==> config.mk <==
export PLATFORM = sky130hd
export DESIGN_NAME = fwi_queue
export DESIGN_NICKNAME = d
export VERILOG_FILES = /design/src/rtl/fwi_pkg.sv /design/src/rtl/fwi_queue.sv
export SDC_FILE = /design/constraint.sdc
export NUM_CORES = 1
export LEC_CHECK = 0
export BUFFER_PORTS_ARGS = -buffer_cell sky130_fd_sc_hd__buf_2
export CAP_MARGIN = 25
export CORE_MARGIN = 2
export CORE_UTILIZATION = 35
export CTS_BUF_LIST = sky130_fd_sc_hd__clkbuf_8
export CTS_CLUSTER_DIAMETER = 80
export DETAILED_ROUTE_END_ITERATION = 6
export SLEW_MARGIN = 30
export SYNTH_ARGS = -nofsm -noshare
export SYNTH_HDL_FRONTEND = slang
export SYNTH_SLANG_ARGS = --single-unit
==> constraint.sdc <==
create_clock -name clk -period 8.45 [get_ports clk]
set_input_delay 0.4225 -clock clk [delete_from_list [all_inputs] [get_ports clk]]
set_output_delay 0.4225 -clock clk [all_outputs]
set_load 0.02 [all_outputs]
==> src/rtl/fwi_pkg.sv <==
// Types, constants and the logistic knot table of the weight inference block.
package fwi_pkg;

  localparam int ONE_Q15   = 32768;
  localparam int SPAN_GOAL = 6144;
  localparam int SPAN_HEAD = 12868;
  localparam int ROWS      = 5;
  localparam int RULES     = 4;

  // Configuration register indexes
  localparam logic [2:0] CFG_THR_GOAL       = 3'd0;
  localparam logic [2:0] CFG_THR_HEAD       = 3'd1;
  localparam logic [2:0] CFG_COEF_HEADING   = 3'd2;
  localparam logic [2:0] CFG_COEF_GOAL_DIST = 3'd6;

  localparam logic [15:0] THR_GOAL_RESET = 16'd3072;
  localparam logic [15:0] THR_HEAD_RESET = 16'd6434;

  typedef struct packed {
    logic [15:0] goal_distance;
    logic [15:0] heading_error;
  } fwi_item_t;

  typedef struct packed {
    logic [15:0] weight_heading;
    logic [15:0] weight_velocity;
    logic [15:0] weight_direction;
    logic [15:0] weight_vector_dist;
    logic [15:0] weight_goal_dist;
  } fwi_result_t;

  // Rule strengths and their sum, as passed from front to back
  typedef struct packed {
    logic [RULES-1:0][15:0] r;
    logic [17:0]            rsum;
  } fwi_rules_t;

  typedef logic [ROWS-1:0][RULES-1:0][15:0] fwi_coef_t;

  // Logistic in Q1.15 at 0, 0.25, ..., 8
  localparam logic [15:0] HALF_KNOTS [33] = '{
    16'd16384, 16'd18421, 16'd20397, 16'd22255, 16'd23955, 16'd25471, 16'd26790,
    16'd27917, 16'd28862, 16'd29644, 16'd30282, 16'd30799, 16'd31214, 16'd31545,
    16'd31807, 16'd32015, 16'd32179, 16'd32307, 16'd32408, 16'd32487, 16'd32549,
    16'd32597, 16'd32635, 16'd32664, 16'd32687, 16'd32705, 16'd32719, 16'd32730,
    16'd32738, 16'd32745, 16'd32750, 16'd32754, 16'd32757
  };

  // Knot j sits at argument -8 + j/4
  function automatic int knot(int j);
    int jj;
    jj = (j > 64) ? 64 : j;
    if (jj >= 32) return int'(HALF_KNOTS[jj-32]);
    return ONE_Q15 - int'(HALF_KNOTS[32-jj]);
  endfunction

endpackage

==> src/rtl/fwi_queue.sv <==
// Short first-word-fall-through queue between front and back.
module fwi_queue import fwi_pkg::*; #(
  parameter int DEPTH = 8
) (
  input  logic                     clk,
  input  logic                     rst,
  input  logic                     push,
  input  fwi_rules_t               wdata,
  input  logic                     pop,
  output fwi_rules_t               rdata,
  output logic                     not_empty,
  output logic [$clog2(DEPTH):0]   count
);

  localparam int AW = $clog2(DEPTH);

  fwi_rules_t    mem [DEPTH];
  logic [AW-1:0] wr_ptr, rd_ptr;

  // Store a request at the write pointer
  always_ff @(posedge clk) begin
    if (push) mem[wr_ptr] <= wdata;
  end

  // Advance pointers and occupancy
  always_ff @(posedge clk) begin
    if (rst) begin
      wr_ptr <= '0;
      rd_ptr <= '0;
      count  <= '0;
    end else begin
      if (push) wr_ptr <= AW'(wr_ptr + 1'b1);
      if (pop)  rd_ptr <= AW'(rd_ptr + 1'b1);
      count <= (AW+1)'(count + (AW+1)'(push) - (AW+1)'(pop));
    end
  end

  assign rdata     = mem[rd_ptr];
  assign not_empty = (count != '0);

endmodule

==> results of run 1 <==
==> area by class of cell <==
type	instances	area [µm²]
inverter	7	26.28
sequential	669	19970
timing repair buffer	278	1888
tap	959	1200
multi-input combinational	293	5505
clock buffer	111	1528
antenna	2	5.005
fill	6404	42630
clock inverter	92	452.9
==> routing by layer <==
layer	GRT usage (%)	vias up
li1	-	5191
met1	17.27	6167
met2	24.04	285
met3	3.389	82
met4	4.764	2
met5	0	-
==> report_power, final <==
| part | total, W | switching [W] | internal (W) |
|---|---|---|---|
| Combinational | 0.000607 | 0.000333 | 0.000274 |
| Clock | 0.00253 | 0.00127 | 0.00126 |
| Sequential | 0.00376 | 0.0000354 | 0.00372 |
==> cell usage after synthesis (5+ instances only) <==
| cell | instances | area [µm²] |
|---|---|---|
| mux2_2 | 82 | 923.4 |
| buf_6 | 20 | 225.2 |
| mux4_1 | 138 | 3626 |
| mux4_2 | 26 | 585.6 |
| edfxtp_1 | 656 | 19700 |
| nor2_1 | 15 | 56.30 |
| ha_1 | 7 | 87.58 |
| inv_1 | 7 | 26.28 |
| clkbuf_8 | 19 | 261.5 |
| dfxtp_1 | 13 | 260.3 |
| nand2b_1 | 5 | 31.28 |
==> critical path: stages (launching register included) <==
cell and delay, ns:
dfxtp_4 0.89, buf_4 0.78, mux4_1 0.41, mux2_2 0.30, buf_2 0.17
==> final timing paths <==
kind                  start    endpoint  slack [ns]  depth (start not counted)
setup reg to reg  wr_ptr[0]  mem[1][58]        6.09                          4
setup / recovery       flop    rdata[8]        4.65                          4
hold / removal          pop        flop        0.08                          3
hold reg to reg   wr_ptr[0]   wr_ptr[0]        0.51                          2
==> timing repair <==
item	4_1_cts	5_1_grt
hold buffers	83	0
endpoints found under the hold margin	662	0
gates resized for setup	0	0
==> cell families (layout without fill, tap and decap cells) <==
family	after synthesis	count (layout)	share of synthesized area, %
DFF	669	669	76.90
and+or+nand+nor	29	29	0.4965
adders and majority gates	8	8	0.4146
muxes	248	248	19.86
buffers and inverters	53	488	2.097
AOI/OAI and AO/OA	4	4	0.09159
xor gates and xnor gates	4	4	0.1350
other	0	2	0
==> per-stage QoR <==
stage                     setup WS, ns  utilization, %  instances
after floorplan                  1.736               -       1015
after global placement           5.304           37.90       2123
after detailed placement         5.308           37.92       2123
after CTS                        4.475           41.76       2409
after global routing             4.407           41.76       2410
final                            4.650           41.77       2411
==> state kept, by name, indices dropped and copies added, names as in the netlist, named ones only <==
| name | cells |
|---|---|
| rd_ptr | 3 |
| wr_ptr | 3 |
| count | 4 |
| mem | 656 |
==> run_results.csv, run 1 <==
group,metric,value,unit
outcome,status,"finished clean",
synthesis,yosys_warnings,0,
synthesis,avgSynthCellArea,25.57,µm²
critical_path,worst_setup_path_start_kind,"flop",
synthesis,synthArstFlopShare,0,%
floorplanning,boundaryPins,173,
cts,cts.path.max_buffers,3,
synthesis,syn-num-nets,1109,
grt,grt_usage,13.98,%
final_layout,mostFrequentLayoutCells,"edfxtp_1, buf_2, mux4_1",
placement,place_area,27760,µm²
routing,drtAntennaViolNets,0,
routing,drtIter0Drc,761,
routing,wl_met2,27190,µm
synthesis,seq_area_frac_synth,76.90,%
power,ir_drop,0.1368,mV
sta,rsz0062_at_grt,"false",
floorplanning,num_rows,99,
cts,cts-buffers-inserted,111,
grt,overflow,0,
sta,relSlewSlack,36.85,%
routing,dr.max_layer_used,"met5",
synthesis,synthCells,1015,
sta,hold_viol,0,
sta,layout_worst_path_cycle_share,44.98,%
sta,timing.fmax,0.2631,GHz
sta,setup_viol,0,
synthesis,synth_edf_count,656,
final_layout,final_nets,1454,
critical_path,end_kind,"primary output",
placement,portBuffers,172,
grt,grt_pass1_wl,79700,µm
synthesis,synth-main-ff-cell,"edfxtp_1",
cts,worstSkewPairLatency,0.71,ns
sta,tns,0,ns
job,cap_viol_max_count,0,
routing,wl_met1,22300,µm
grt,antenna_found_initial,3,
placement,post-dp-hpwl,26450,µm
floorplanning,die-area,76350,µm²
synthesis,netlist_area,25950,µm²
routing,routed_wl,53200,µm
final_layout,final_common_cell,"edfxtp_1",
routing,wire_per_inst,22.06,µm
hold_path,hp-class,"input pin to flop",
routing,drc,0,
final_layout,fin_area,30580,µm²
sta,min_period,3.800,ns
grt,grt_pass1_vias,12910,
routing,route.vias.total,11730,
final_layout,area_growth,17.81,%
grt,grt_max_degree,95,
routing,met3_length,2666,µm
placement,gp_congestion,0.6852,
sta,hold_slack,0.07850,ns
critical_path,crit_arrival,3.38,ns
sta,finClkSkew,0.03765,ns
critical_path,cp_data_required_time,8.03,ns
synthesis,ys_types,23,
power,static-leakage-power,10.10,nW
cts,post-cts-setup-buffers,0,
cts,cts_sinks,669,
power,power,0.006896,W
floorplanning,fp.coreArea,73210,µm²
critical_path,cp_max_fo,60,
routing,vias_per_cell,4.864,
synthesis,synth-seq-cells,669,
floorplanning,initial_utilization,35.45,%
critical_path,crit_type,"flop to primary output",
cts,cts_tree,"built",
cts,root_buffer,"clkbuf_8",
final_layout,drive_above_1_share,31.03,%
floorplanning,die_w,276.3,µm
power,power.density,225.5,nW/µm²
floorplanning,die_h,276.3,µm
sta,worst_pin_slew,0.9472,ns
cts,cts_max_level,3,
routing,first_pass_iters,5,
cts,path_clk_slew,0.06,ns
sta,slew_violations,0,
Note: power is estimated with default switching activity, not from simulation.
==> inputs of run 2 (changes only) <==
==> constraint.sdc (replaced) <==
create_clock -name clk -period 3.1 [get_ports clk]
set_input_delay 0.155 -clock clk [delete_from_list [all_inputs] [get_ports clk]]
set_output_delay 0.155 -clock clk [all_outputs]
set_load 0.02 [all_outputs]
==> run 2 against run 1 <==
Compared with the run above:
- sequential power rose to 2.7 times the previous value
- critical endpoint unchanged
- critical path type unchanged
- wire length down 3.2%
- register-to-register slack worse by 5.1 ns
- critical path depth grew 1
==> run_results.csv, run 2 (synthesis results as in run 1) <==
group,metric,value,unit
critical_path,cp_data_required_time,2.94,ns
floorplanning,num_rows,99,
power,static-leakage-power,10.28,nW
routing,vias_per_cell,4.828,
grt,grt_pass1_wl,77360,µm
sta,slew_violations,0,
sta,setup_viol,0,
cts,cts.path.max_buffers,3,
grt,grt_pass1_vias,12770,
sta,hold_viol,0,
routing,drtIter0Drc,655,
job,cap_viol_max_count,0,
floorplanning,die-area,76350,µm²
floorplanning,boundaryPins,173,
sta,finClkSkew,0.02455,ns
cts,path_clk_slew,0.06,ns
final_layout,regMostFlops,"mem",
critical_path,worst_setup_path_start_kind,"flop",
routing,drtAntennaViolNets,0,
power,ir_drop,0.3240,mV
routing,wire_per_inst,21.28,µm
critical_path,path_cells,"buf_12, buf_4, mux4_1, mux2_2, buf_2",
floorplanning,fp.coreArea,73210,µm²
critical_path,end_kind,"primary output",
final_layout,drive_above_1_share,31.46,%
critical_path,crit_path_top_delay_cell,"mux4_1",
critical_path,cp_slowest_stage_delay,0.57,ns
placement,dp_slack,0.7611,ns
placement,dpl.cell_count,2129,
sta,timing.fmax,0.3569,GHz
grt,grt_usage,13.45,%
placement,gp_congestion,0.6540,
sta,rsz0062_at_grt,"false",
routing,route.vias.total,11680,
final_layout,area_growth,19.23,%
floorplanning,die_h,276.3,µm
cts,cts-buffers-inserted,110,
cts,worstSkewPairLatency,0.70,ns
placement,portBuffers,172,
final_layout,largestRegisters,"mem x656, count x4",
critical_path,crit_type,"flop to primary output",
hold_path,hp-class,"input pin to flop",
sta,worst_slack,0.2981,ns
placement,post-dp-hpwl,25660,µm
cts,root_buffer,"clkbuf_8",
power,power.density,609.3,nW/µm²
cts,cts_tree,"built",
critical_path,path_delay_family,"multiplexers",
final_layout,fillers,6348,
grt,grt_max_degree,83,
final_layout,multi_input_area,5518,µm²
sta,min_period,2.802,ns
floorplanning,die_w,276.3,µm
final_layout,final_cells,2419,
final_layout,seqCellArea,19970,µm²
routing,first_pass_iters,4,
critical_path,cp_max_fo,22,
sta,relSlewSlack,54.54,%
final_layout,final_nets,1467,
outcome,status,"finished clean",
cts,cts_resized,0,
cts,cts_max_level,3,
sta,worst_pin_slew,0.6819,ns
final_layout,largest_register_ffs,656,
routing,routed_wl,51470,µm
critical_path,crit_buf_inv,3,
final_layout,mostFrequentLayoutCells,"edfxtp_1, buf_2, mux4_1",
final_layout,final_common_cell,"edfxtp_1",
grt,antenna_found_initial,1,
floorplanning,initial_utilization,35.45,%
grt,overflow,0,
sta,layout_worst_path_cycle_share,90.39,%
routing,drc,0,
critical_path,crit_arrival,2.65,ns
cts,cts_sinks,669,
==> run 2: cell types whose count changed in the layout (fill, tap and decap cells not counted), sizes merged <==
cell	delta
dlygate4sd3	+3
clkinvlp	-2
clkinv	-19
clkbuf	+2
inv	+13
buf	+11
bufinv	+1
diode	-1
==> run 2: what timing repair did <==
item                       CTS  global route
hold buffers                86             0
setup endpoints to repair    1             0
hold endpoints to repair   669             0
setup buffers                5             0
==> run 2: area by class of cell <==
class,instances,area share [%]
Sequential cell,669,64.54
Multi-Input combinational cell,293,17.83
Timing Repair Buffer,292,7.278
Clock buffer,113,5.026
Tap cell,959,3.878
Clock inverter,85,1.359
Inverter,7,0.08491
Antenna cell,1,0.008087
==> run 2: layer usage <==
| layer | vias to the layer above | global-route usage [%] | part of all wire [%] |
|---|---|---|---|
| met5 | - | 0 | 0 |
| met4 | 0 | 4.764 | 2.0 |
| met3 | 86 | 2.822 | 4.2 |
| met2 | 233 | 23.51 | 52 |
| met1 | 6141 | 16.50 | 42 |
| li1 | 5218 | - | - |
==> run 2: path summary, 6_finish.rpt <==
path	from	to	slack [ns]	cells after the start
setup / recovery	flop	rdata[8]	0.30	5
hold / removal	wdata[68]	mem[5][68]	0.27	2
setup reg to reg	count[0]	count[1]	0.99	8
hold reg to reg	wr_ptr[0]	wr_ptr[0]	0.51	2
==> run 2: report_power, final <==
group / internal (W) / switching [W]
registers: 0.0101 / 0.0000598
logic: 0.000812 / 0.000957
clock network: 0.00355 / 0.00333
total: 0.0145 / 0.00435
==> run 2: per-stage QoR <==
step,cell area (µm²),hold slack (ns),util [%],setup TNS [ns],power (W)
final,30940,0.2670,42.27,0,0.01886
after global routing,30940,0.2270,42.27,0,0.01969
after CTS,30940,0.1724,42.27,0,0.01917
after detailed placement,28060,0.4220,38.32,0,0.01210
after global placement,28060,0.4152,38.32,0,0.01206
after floorplan,25990,0.2539,-,-48.34,0.01150
==> inputs of run 3 (changes only) <==
--- a/config.mk
+++ b/config.mk
@@ -8,10 +8,11 @@
 export BUFFER_PORTS_ARGS = -buffer_cell sky130_fd_sc_hd__buf_2
 export CAP_MARGIN = 25
 export CORE_MARGIN = 2
-export CORE_UTILIZATION = 35
+export CORE_UTILIZATION = 56
 export CTS_BUF_LIST = sky130_fd_sc_hd__clkbuf_8
 export CTS_CLUSTER_DIAMETER = 80
 export DETAILED_ROUTE_END_ITERATION = 6
+export PLACE_DENSITY_LB_ADDON = 0.1
 export SLEW_MARGIN = 30
 export SYNTH_ARGS = -nofsm -noshare
 export SYNTH_HDL_FRONTEND = slang
==> run 3 against run 2 <==
Compared with the run above:
- global-route usage is 8.0 points higher
- first-iteration DRC count is 48% higher
- cell count is 16% lower
- sequential power hardly changed
- count of clock-buffer cells in the layout is 5 lower
- flip-flop and latch count stayed put
- setup slack worse by 0.018 ns
- die area is 37% lower
- total power is 1.2% lower
- combinational power is 2% lower
- clock power is 3.1% lower
==> run_results.csv, run 3 (synthesis results as in run 1) <==
group,metric,value,unit
outcome,status,"finished clean",
cts,cts_sinks,669,
sta,relSlewSlack,34.73,%
placement,portBuffers,172,
final_layout,mostFrequentLayoutCells,"edfxtp_1, buf_2, mux4_1",
grt,grt_use_met2,33.88,%
floorplanning,initial_utilization,56.95,%
final_layout,fillers,2908,
grt,grtUsageMet3,5.267,%
sta,timing.fmax,0.3546,GHz
sta,layout_worst_path_cycle_share,90.97,%
routing,first_pass_iters,5,
job,cap_viol_max_count,0,
sta,hold_viol,0,
final_layout,drive_above_1_share,31.62,%
final_layout,multi_input_area,5518,µm²
floorplanning,num_rows,78,
floorplanning,die_h,219.3,µm
grt,antenna_found_initial,3,
critical_path,rr_endpoint,"mem[1][27]",
critical_path,endpoint,"rdata[51]",
critical_path,crit_arrival,2.67,ns
cts,cts_tree,"built",
sta,tns,0,ns
routing,route.vias.total,11670,
critical_path,end_kind,"primary output",
placement,gp_congestion,0.6851,
sta,finClkSkew,0.01497,ns
critical_path,cp_max_fo,46,
routing,vias_per_cell,5.712,
final_layout,final_util,66.72,%
final_layout,largestRegisters,"mem x656, count x4",
grt,grt_usage,21.46,%
final_layout,regMostFlops,"mem",
critical_path,crit_type,"flop to primary output",
grt,grt_pass1_wl,74730,µm
critical_path,cp_data_required_time,2.94,ns
critical_path,worst_setup_path_start_kind,"flop",
final_layout,final_cells,2043,
final_layout,final_nets,1462,
final_layout,seqCellArea,19970,µm²
routing,routed_wl,49860,µm
critical_path,rr_startpoint,"wr_ptr[0]",
placement,post-dp-hpwl,26640,µm
power,power.density,612.7,nW/µm²
routing,drtAntennaViolNets,0,
hold_path,hp-class,"input pin to flop",
floorplanning,die_w,219.3,µm
placement,dpl.cell_count,1775,
critical_path,path_cells,"buf_12, mux4_1, mux2_2, buf_2",
grt,busiest_layer,"met2",
power,ir_drop,0.4310,mV
critical_path,crit_path_top_delay_cell,"mux4_1",
final_layout,final_common_cell,"edfxtp_1",
power,static-leakage-power,10.18,nW
cts,cts-buffers-inserted,105,
floorplanning,boundaryPins,173,
sta,setup_viol,0,
sta,slew_violations,0,
cts,path_clk_slew,0.06,ns
sta,min_period,2.820,ns
cts,worstSkewPairLatency,0.67,ns
critical_path,cp_slowest_stage_delay,0.62,ns
grt,grt_pass1_vias,12350,
routing,drtIter0Drc,970,
floorplanning,fp.coreArea,45580,µm²
grt,overflow,0,
grt,grt.met1_usage,30.24,%
sta,rsz0062_at_grt,"false",
cts,root_buffer,"clkbuf_8",
critical_path,reg2reg_slack,1.05,ns
grt,grt_max_degree,92,
routing,wire_per_inst,24.41,µm
critical_path,r2r_cells,3,
final_layout,largest_register_ffs,656,
routing,drc,0,
cts,cts.path.max_buffers,3,
floorplanning,die-area,48080,µm²
sta,worst_pin_slew,0.9759,ns
final_layout,area_growth,17.16,%
cts,cts_max_level,3,
[run 3: cell count changes in the layout (fill, tap and decap cells not counted)]
cell,previous run,this run
dlygate4sd3_1,86,85
buf_8,0,1
clkbuf_8,113,108
inv_8,2,0
inv_1,44,31
clkinvlp_4,1,2
inv_6,3,4
bufinv_16,2,3
[run 3: how the worst min path moves through the flow]
stage / from / endpoint / slack, ns / depth (start not counted)
after floorplan: wdata[0] / mem[0][0] / 0.25 / 0
after global placement: wdata[10] / mem[4][10] / 0.42 / 1
after detailed placement: wdata[61] / mem[2][61] / 0.42 / 1
after CTS: wdata[61] / mem[6][61] / 0.22 / 2
after global routing: wdata[11] / mem[3][11] / 0.25 / 2
final: wdata[37] / mem[7][37] / 0.29 / 2
[run 3: where the power goes]
group	switching [W]	leakage [nW]	internal [W]
Clock	0.00320	1.06	0.00347
Combinational	0.000945	3.05	0.000790
Sequential	0.0000816	6.07	0.0101
Total	0.00423	10.2	0.0144
[run 3: metrics by stage]
stage	hold WS [ns]	cell area (µm²)	power, W	setup slack [ns]
finish	0.2947	30410	0.01863	0.2800
floorplan	0.2539	25990	0.01150	-0.1101
global placement	0.4172	27660	0.01204	0.8027
detailed placement	0.4246	27660	0.01208	0.7952
global route	0.2483	30400	0.01938	0.1458
CTS	0.2154	30390	0.01887	0.01840
[run 3: per-layer routing]
metal  wire length, µm  up-vias
met3              2632       65
met2             24600      301
met5                13        -
met1             21840     6115
met4               772        2
li1                  -     5186
[run 3: layout make-up]
type                    count  share of cell area [%]
multi-input cells         293                   18.15
repair buffers            292                   7.423
diodes                      1                0.008230
clock inverters            73                   1.300
clock buffers             108                   4.888
well taps                 600                   2.469
flip-flops and latches    669                   65.68
inverters                   7                 0.08641
[run 3: timing repair]
action,4_1_cts,5_1_grt
hold buffers,85,0
gates resized for setup,0,0
setup buffers,0,1
setup endpoints to repair,0,7
endpoints found under the hold margin,669,0
[run 3: worst max-delay path, delay by kind of cell, from the launching register on]
family | cells | cell delay, ns
flip-flops | 1 | 0.53
multiplexers | 2 | 0.92
buffers and inverters | 2 | 0.51
